$ cat src/rtl/pms_pkg.sv
// Shared constants for the parallel move sequencer.
package pms_pkg;

	localparam int PORT_LOC_W = 8;	// location id width on the ports
	localparam int KIND_W     = 2;	// move kind tag width

endpackage

$ cat src/rtl/parallel_move_sequencer.sv
// Parallel move sequencer: orders a set of parallel moves for one-at-a-time execution.
//
// Moves are loaded one per cycle (start high while busy is low) in arrival
// order; the move with set_last high starts resolution and busy rises until
// the whole set has been emitted. Moves beyond MAX_MOVES are dropped and the
// overflow flag rides on every result of that set. Results come out one beat
// per out_strobe pulse and cannot be held off. Each beat carries the move,
// its in-cycle mark, the cycles-seen flag as of that beat and result_last on
// the final beat of the set.
// Resolution walks the stored entries through a single memory read port, one entry
// per cycle. A blocker search scans from the oldest entry, a pop follows a full scan
// of the stored entries and a fetch of the new top, and the root search walks down
// from the newest entry. No clearing pass: entries are tracked by per-entry valid
// bits that reset and the end of each set clear at once.
module parallel_move_sequencer
	import pms_pkg::*;
#(
	parameter int MAX_MOVES = 16,
	parameter int LOC_BITS  = 8
) (
	input  logic                  clk,
	input  logic                  arst_n,
	input  logic                  start,
	input  logic [PORT_LOC_W-1:0] src_loc,
	input  logic [PORT_LOC_W-1:0] dst_loc,
	input  logic [KIND_W-1:0]     move_kind,
	input  logic                  set_last,
	output logic                  busy,
	output logic                  out_strobe,
	output logic [PORT_LOC_W-1:0] out_src,
	output logic [PORT_LOC_W-1:0] out_dst,
	output logic [KIND_W-1:0]     out_kind,
	output logic                  in_cycle,
	output logic                  cycles_seen,
	output logic                  overflow,
	output logic                  result_last
);

	// Entry index width, count width (holds MAX_MOVES itself), stored location width.
	localparam int IW = (MAX_MOVES > 1) ? $clog2(MAX_MOVES) : 1;
	localparam int CW = $clog2(MAX_MOVES + 1);
	localparam int LW = (LOC_BITS < PORT_LOC_W) ? LOC_BITS : PORT_LOC_W;

	typedef struct packed {
		logic [LW-1:0]     src;
		logic [LW-1:0]     dst;
		logic [KIND_W-1:0] kind;
	} entry_t;

	// ROOT: look for the newest pending move, LOAD: fetch the top move's fields,
	// SCAN: stream the entries past the comparator looking for the oldest blocker.
	typedef enum logic [1:0] {
		ST_IDLE,
		ST_ROOT,
		ST_LOAD,
		ST_SCAN
	} state_t;

	state_t              state_q;

	// Move store: one write port (load), one registered read port (search).
	entry_t              mem [MAX_MOVES];
	entry_t              rd_q;

	logic [MAX_MOVES-1:0] valid_q;		// entry still pending
	logic [MAX_MOVES-1:0] mark_q;		// entry found in a cycle
	logic [CW-1:0]       count_q;		// moves stored in this set
	logic [CW-1:0]       pend_q;		// moves still pending
	logic [CW-1:0]       rptr_q;		// root search pointer, walks down
	logic                cyc_q;
	logic                ovf_q;

	// Chain stack as a shift stack, top at index 0.
	logic [IW-1:0]       stk_q [MAX_MOVES];
	logic [CW-1:0]       sp_q;

	logic [IW-1:0]       root_idx_q;
	logic [LW-1:0]       root_src_q;
	entry_t              top_q;		// fields of the move on top of the stack
	logic                load_root_q;	// the pending LOAD fetches a new root

	// Scan pipeline: address issue, then compare on the registered read data.
	logic [CW-1:0]       scan_q;
	logic                cmp_vld_s1;
	logic [IW-1:0]       cmp_idx_s1;

	// Result registers.
	logic                strobe_q;
	entry_t              res_q;
	logic                res_cyc_q;
	logic                res_seen_q;
	logic                res_ovf_q;
	logic                res_last_q;

	logic                accept;
	logic                wr_en;
	entry_t              wr_entry;
	logic [CW-1:0]       rptr_m1;
	logic [IW-1:0]       ridx;
	logic                hit;
	logic                pop;
	logic [IW-1:0]       rd_addr;

	assign accept   = start && (state_q == ST_IDLE);
	assign wr_en    = accept && (count_q < CW'(MAX_MOVES));
	assign wr_entry = '{src: src_loc[LW-1:0], dst: dst_loc[LW-1:0], kind: move_kind};

	assign rptr_m1  = rptr_q - CW'(1);
	assign ridx     = rptr_m1[IW-1:0];

	// Blocker: a pending entry whose source is the top move's destination.
	// The scan runs oldest first, so the first hit is the oldest blocker.
	assign hit = (state_q == ST_SCAN) && cmp_vld_s1 && valid_q[cmp_idx_s1] &&
	             (rd_q.src == top_q.dst);
	// Nothing blocks the top move once every stored entry has been compared.
	assign pop = (state_q == ST_SCAN) && !cmp_vld_s1 && (scan_q == count_q);

	always_comb begin
		rd_addr = scan_q[IW-1:0];
		if (state_q == ST_ROOT) begin
			rd_addr = ridx;
		end else if (pop) begin
			rd_addr = stk_q[1];		// new top after the pop
		end
	end

	always_ff @(posedge clk) begin
		if (wr_en) begin
			mem[count_q[IW-1:0]] <= wr_entry;
		end
		rd_q <= mem[rd_addr];
	end

	always_ff @(posedge clk or negedge arst_n) begin
		if (!arst_n) begin
			state_q     <= ST_IDLE;
			valid_q     <= '0;
			mark_q      <= '0;
			count_q     <= '0;
			pend_q      <= '0;
			rptr_q      <= '0;
			cyc_q       <= 1'b0;
			ovf_q       <= 1'b0;
			for (int i = 0; i < MAX_MOVES; i++) begin
				stk_q[i] <= '0;
			end
			sp_q        <= '0;
			root_idx_q  <= '0;
			root_src_q  <= '0;
			top_q       <= '0;
			load_root_q <= 1'b0;
			scan_q      <= '0;
			cmp_vld_s1  <= 1'b0;
			cmp_idx_s1  <= '0;
			strobe_q    <= 1'b0;
			res_q       <= '0;
			res_cyc_q   <= 1'b0;
			res_seen_q  <= 1'b0;
			res_ovf_q   <= 1'b0;
			res_last_q  <= 1'b0;
		end else begin
			strobe_q <= 1'b0;
			unique case (state_q)
				ST_IDLE: begin
					if (accept) begin
						if (wr_en) begin
							valid_q[count_q[IW-1:0]] <= 1'b1;
							mark_q[count_q[IW-1:0]]  <= 1'b0;
							count_q <= count_q + CW'(1);
							pend_q  <= pend_q + CW'(1);
						end else begin
							ovf_q <= 1'b1;
						end
						if (set_last) begin
							rptr_q  <= wr_en ? (count_q + CW'(1)) : count_q;
							state_q <= ST_ROOT;
						end
					end
				end
				ST_ROOT: begin
					if (pend_q == '0) begin
						// set done: back to an empty store
						valid_q <= '0;
						mark_q  <= '0;
						count_q <= '0;
						cyc_q   <= 1'b0;
						ovf_q   <= 1'b0;
						state_q <= ST_IDLE;
					end else begin
						rptr_q <= rptr_m1;
						if (valid_q[ridx]) begin
							valid_q[ridx] <= 1'b0;
							pend_q        <= pend_q - CW'(1);
							stk_q[0]      <= ridx;
							sp_q          <= CW'(1);
							root_idx_q    <= ridx;
							load_root_q   <= 1'b1;
							state_q       <= ST_LOAD;
						end
					end
				end
				ST_LOAD: begin
					top_q <= rd_q;
					if (load_root_q) begin
						root_src_q <= rd_q.src;
					end
					scan_q     <= '0;
					cmp_vld_s1 <= 1'b0;
					state_q    <= ST_SCAN;
				end
				ST_SCAN: begin
					if (hit) begin
						// blocker leaves the pending set and becomes the new top
						valid_q[cmp_idx_s1] <= 1'b0;
						pend_q <= pend_q - CW'(1);
						stk_q[0] <= cmp_idx_s1;
						for (int i = 1; i < MAX_MOVES; i++) begin
							stk_q[i] <= stk_q[i-1];
						end
						sp_q  <= sp_q + CW'(1);
						top_q <= rd_q;
						if (rd_q.dst == root_src_q) begin
							mark_q[root_idx_q] <= 1'b1;
							mark_q[cmp_idx_s1] <= 1'b1;
							cyc_q <= 1'b1;
						end
						// restart the scan for the new top
						scan_q     <= '0;
						cmp_vld_s1 <= 1'b0;
					end else if (pop) begin
						strobe_q   <= 1'b1;
						res_q      <= top_q;
						res_cyc_q  <= mark_q[stk_q[0]];
						res_seen_q <= cyc_q;
						res_ovf_q  <= ovf_q;
						res_last_q <= (sp_q == CW'(1)) && (pend_q == '0);
						for (int i = 0; i < MAX_MOVES - 1; i++) begin
							stk_q[i] <= stk_q[i+1];
						end
						sp_q <= sp_q - CW'(1);
						if (sp_q == CW'(1)) begin
							state_q <= ST_ROOT;
						end else begin
							load_root_q <= 1'b0;
							state_q     <= ST_LOAD;
						end
					end else if (scan_q < count_q) begin
						cmp_vld_s1 <= 1'b1;
						cmp_idx_s1 <= scan_q[IW-1:0];
						scan_q     <= scan_q + CW'(1);
					end else begin
						cmp_vld_s1 <= 1'b0;
					end
				end
				default: begin
					state_q <= ST_IDLE;
				end
			endcase
		end
	end

	assign busy        = (state_q != ST_IDLE);
	assign out_strobe  = strobe_q;
	assign out_src     = PORT_LOC_W'(res_q.src);
	assign out_dst     = PORT_LOC_W'(res_q.dst);
	assign out_kind    = res_q.kind;
	assign in_cycle    = res_cyc_q;
	assign cycles_seen = res_seen_q;
	assign overflow    = res_ovf_q;
	assign result_last = res_last_q;

endmodule

$ cat config.mk
export PLATFORM = sky130hd
export DESIGN_NAME = parallel_move_sequencer
export DESIGN_NICKNAME = d
export VERILOG_FILES = /design/src/rtl/pms_pkg.sv /design/src/rtl/parallel_move_sequencer.sv
export SDC_FILE = /design/constraint.sdc
export NUM_CORES = 1
export LEC_CHECK = 0
export ABC_CLOCK_PERIOD_IN_PS = 8000
export BUFFER_PORTS_ARGS = -buffer_cell sky130_fd_sc_hd__clkbuf_2
export CAP_MARGIN = 25
export CORE_ASPECT_RATIO = 0.9
export CORE_UTILIZATION = 50
export CTS_CLUSTER_SIZE = 20
export DETAILED_ROUTE_END_ITERATION = 8
export PLACE_DENSITY = 0.66
export SLEW_MARGIN = 0
export SYNTH_ARGS = -nofsm -noshare
export SYNTH_HDL_FRONTEND = slang
export SYNTH_SLANG_ARGS = --single-unit
$ cat constraint.sdc
create_clock -name clk -period 8 [get_ports clk]
set_input_delay 1.2 -clock clk [delete_from_list [all_inputs] [get_ports clk]]
set_output_delay 1.2 -clock clk [all_outputs]
set_load 0.05 [all_outputs]
==> results.cfg <==
[global_route]
number_of_antenna_violations_at_the_first_check_in_global_routing = 4
largest_net_degree_at_the_start_of_global_routing = 128
grt_remaining_overflow = 0
track_usage_pct = 24.68
global_route_wire_length_before_repair_um = 81300
first_global_vias = 13930

[worst_setup_path]
cp.arrival_ps = 4530
timing.critical_path.cells = inv_1 -> ha_1 -> and4_1 -> a21oi_1 -> o31a_2 -> buf_4 -> buf_4 -> nand2_1 -> a31oi_1 -> a22oi_1 -> nand3_1
critical-path-top-delay-family = buffers and inverters
timing.critical_path.slowest_cell_delay_ps = 780
worst_ep_required_time_ps = 8520
timing_worst_setup_path_type = register to register
worst_path_max_delay_cell = sky130_fd_sc_hd__buf_4
crit_fanout = 80
critical_path_endpoint_category = register
critical_path.startpoint_type = register
cpMostUsedCell = sky130_fd_sc_hd__buf_4
cp_num_buf_inv = 3

[floorplanning]
floorplan.initialDensity_pct = 50.65
full_die_area_um2 = 43120
die_h_um = 197.1
width_of_the_die_um = 218.8
num_io_pins = 46
fp-row-count = 71
floorplan.core_area_um2 = 41750

[clocking]
cts_max_level = 2
post_cts_setup_inserts = 0
clock_latency_on_the_worst_skew_pair_ps = 590
cts_sinks = 489
clkSlewWorstSetupHoldPaths_ps = 60
postCtsResizedCells = 0
clock-root-buffer = sky130_fd_sc_hd__clkbuf_16
cts_inserted_buffers = 49
ctsLongestPathBuffers = 3
tritoncts = built
holdBufCountCts = 0

[timing]
final_period_minus_worst_setup_slack_ps = 4013
max_slew_margin_pct = 37.82
fmaxAchievable_mhz = 249.2
report.final.slew_viol_count = 0
finalHoldViolations = 0
worst_tran_pin_value_ps = 932.6
rsz0062_at_grt = false
fin_tns_setup_ps = 0
portion_of_the_clock_cycle_consumed_by_the_worst_path_in_the_final_layout_pct = 50.16
final-setup-viol-count = 0
timing.clock.skew_ps = 35.13
fin_ws_ps = 3987

[min_path]
min-delay-path-class = register to register

[route]
met1_layer_wirelength_in_the_final_routing_um = 23450
drcViolationCount = 0
top_layer_used = met5
dr_wl_met2_um = 23560
overall_via_count_from_detail_route = 14674
drt_pass1_iterations = 5
drt-initial-drc-count = 1571
route.antenna.remaining_nets = 0
post_drt_wl_per_cell_um = 21.06
routed_wl_met3_um = 4071
post_drt_via_cell_ratio = 5.893
wirelength_um = 52440

[flow_run]
max_cap_viol_count = 0

[cells_and_area]
flow.area_growth_from_synthesis_pct = 11.18
finish.instance_area_um2 = 23510
finalNetCount = 1945
post_route_cells_drive_above_1_share_pct = 12.15
finalNonFillerCells = 2490

[synth]
synth-edff-count = 288
synth-warning-count = 0
ys_ff_latch = 489
avgSynthCellArea_um2 = 11.17
syn-cell-area_um2 = 21150
ys_top_cells_by_area = sky130_fd_sc_hd__edfxtp_1 41%, sky130_fd_sc_hd__dfrtp_1 22%, sky130_fd_sc_hd__nand2_1 9.5%, sky130_fd_sc_hd__nand3_1 3.5%, sky130_fd_sc_hd__a31oi_1 3.4%
mappedNetlistNets = 1936
dominantRegCellSynth = sky130_fd_sc_hd__edfxtp_1
synth.top_cell.area_share_pct = 40.89
synth_async_sr_flop_share_pct = 37.42
synth.largest_area_cell = sky130_fd_sc_hd__edfxtp_1
synth-seq-area-share_pct = 64.25
synth.lib_cells_used.distinct = 64
syn_inst = 1893

[power_and_ir_drop]
ir_worst_vdd_mv = 0.3082
powerDensity_nw_per_um2 = 375.1
clkPwrFrac_pct = 26.4
internal-power_mw = 5.374
power_leakage_nw = 9.432
power_frac_comb_pct = 35.4
power_frac_seq_pct = 38.2
netSwitchingFraction_pct = 39.06
power.switching_mw = 3.445
fin_total_pwr_mw = 8.819

[placed_design]
port_buffers = 45
placement.cell_area_um2 = 21850
detailedPlacementHpwl_um = 30940
pre_cts_slack_ps = 4040
dp_cells = 2397
gp_routability_congestion = 0.9387

[outcome]
run_status = finished clean
synthesized netlist by cell type, drive strengths merged (12+ instances only):
master  number
o21ai       51
nor2       105
a31oi      116
xor2        14
nand2      536
nor2b       16
xnor2       13
clkbuf      57
nand3      146
mux2        37
buf         61
edfxtp     288
a22oi       29
dfrtp      183
a21oi       62
and3        12
ha          20
mux4        13
inv         13
dfxtp       18
o32a        14
worst reg2reg max path, cell delays in order, from the launching register on:
cell and delay, ps:
sky130_fd_sc_hd__dfrtp_1 640, sky130_fd_sc_hd__inv_1 170, sky130_fd_sc_hd__ha_1 360, sky130_fd_sc_hd__and4_1 270, sky130_fd_sc_hd__a21oi_1 330, sky130_fd_sc_hd__o31a_2 180
sky130_fd_sc_hd__buf_4 560, sky130_fd_sc_hd__buf_4 840, sky130_fd_sc_hd__nand2_1 200, sky130_fd_sc_hd__a31oi_1 220, sky130_fd_sc_hd__a22oi_1 90, sky130_fd_sc_hd__nand3_1 80
final timing paths:
path,from,end,slack [ps],cells past startpoint
max,count_q[2],rd_q[1],3990,11
min reg2reg,pend_q[4],pend_q[4],470,1
max reg2reg,count_q[2],rd_q[1],3990,11
max in group asynchronous,arst_n,sp_q[0],6350,2
min,pend_q[4],pend_q[4],470,1
min in group asynchronous,arst_n,out_dst[6],560,1
routing by layer:
layer / track usage [%] / up-vias
li1: - / 6789
met2: 36.81 / 504
met1: 35.90 / 7280
met4: 8.385 / 2
met3: 5.204 / 99
met5: 0 / -
cells by family (layout without fill, tap and decap cells):
kind of cell             count (synthesis)  count (layout)  synth area share [%]
AO/OA/AOI/OAI                          318             318                 9.750
XOR/XNOR                                27              27                 1.118
AND/OR/NAND/NOR                        854             854                 17.07
flip-flops                             489             489                 64.25
other                                    0               1                     0
buffers and inverters                  131             180                 2.858
multiplexers                            53              53                 3.674
adder cells (fa/ha/maj)                 21              21                 1.278
sequential cells by signal, summed over array words and instances (netlist names), 16 cells and up:
register	flops
mem	288
stk_q	64
rd_q	18
top_q	18
mark_q	16
valid_q	16
area by class of cell:
type                    instances  area [um2]
clock inverters                25       265.3
multi-input cells            1273        7039
diodes                          1       2.502
fillers                      3450       18240
inverters                      13       48.80
flip-flops and latches        489       13590
well taps                     547       684.4
clock buffers                  66        1370
repair buffers                 76       514.2
cell usage in the layout (no fill, tap or decap), types with 27 or more instances in the layout:
cell / synthesis / routed
sky130_fd_sc_hd__a21oi_1: 61 / 60
sky130_fd_sc_hd__a22oi_1: 27 / 27
sky130_fd_sc_hd__a31oi_1: 116 / 116
sky130_fd_sc_hd__buf_4: 4 / 28
sky130_fd_sc_hd__clkbuf_16: 0 / 49
sky130_fd_sc_hd__clkbuf_2: 0 / 44
sky130_fd_sc_hd__dfrtp_1: 183 / 183
sky130_fd_sc_hd__edfxtp_1: 288 / 288
sky130_fd_sc_hd__mux2_2: 27 / 27
sky130_fd_sc_hd__nand2_1: 536 / 534
sky130_fd_sc_hd__nand3_1: 146 / 146
sky130_fd_sc_hd__nor2_1: 103 / 94
sky130_fd_sc_hd__o21ai_0: 51 / 51
stage by stage:
step	hold WS, ps	util, %
finish	466.9	56.31
global route	479.8	56.31
CTS	470.0	56.24
detailed placement	456.2	52.33
global placement	447.3	52.22
floorplan	433.1	-
power groups by stage:
stage / clock network [mW] / registers [mW] / logic [mW]
final: 2.33 / 3.37 / 3.12
after CTS: 2.37 / 3.36 / 3.11
after detailed placement: 0 / 3.41 / 3.10
after global routing: 2.47 / 3.40 / 3.44
after global placement: 0 / 3.40 / 3.04
after floorplan: 0 / 3.37 / 2.21
(Power assumes the default switching activity.)
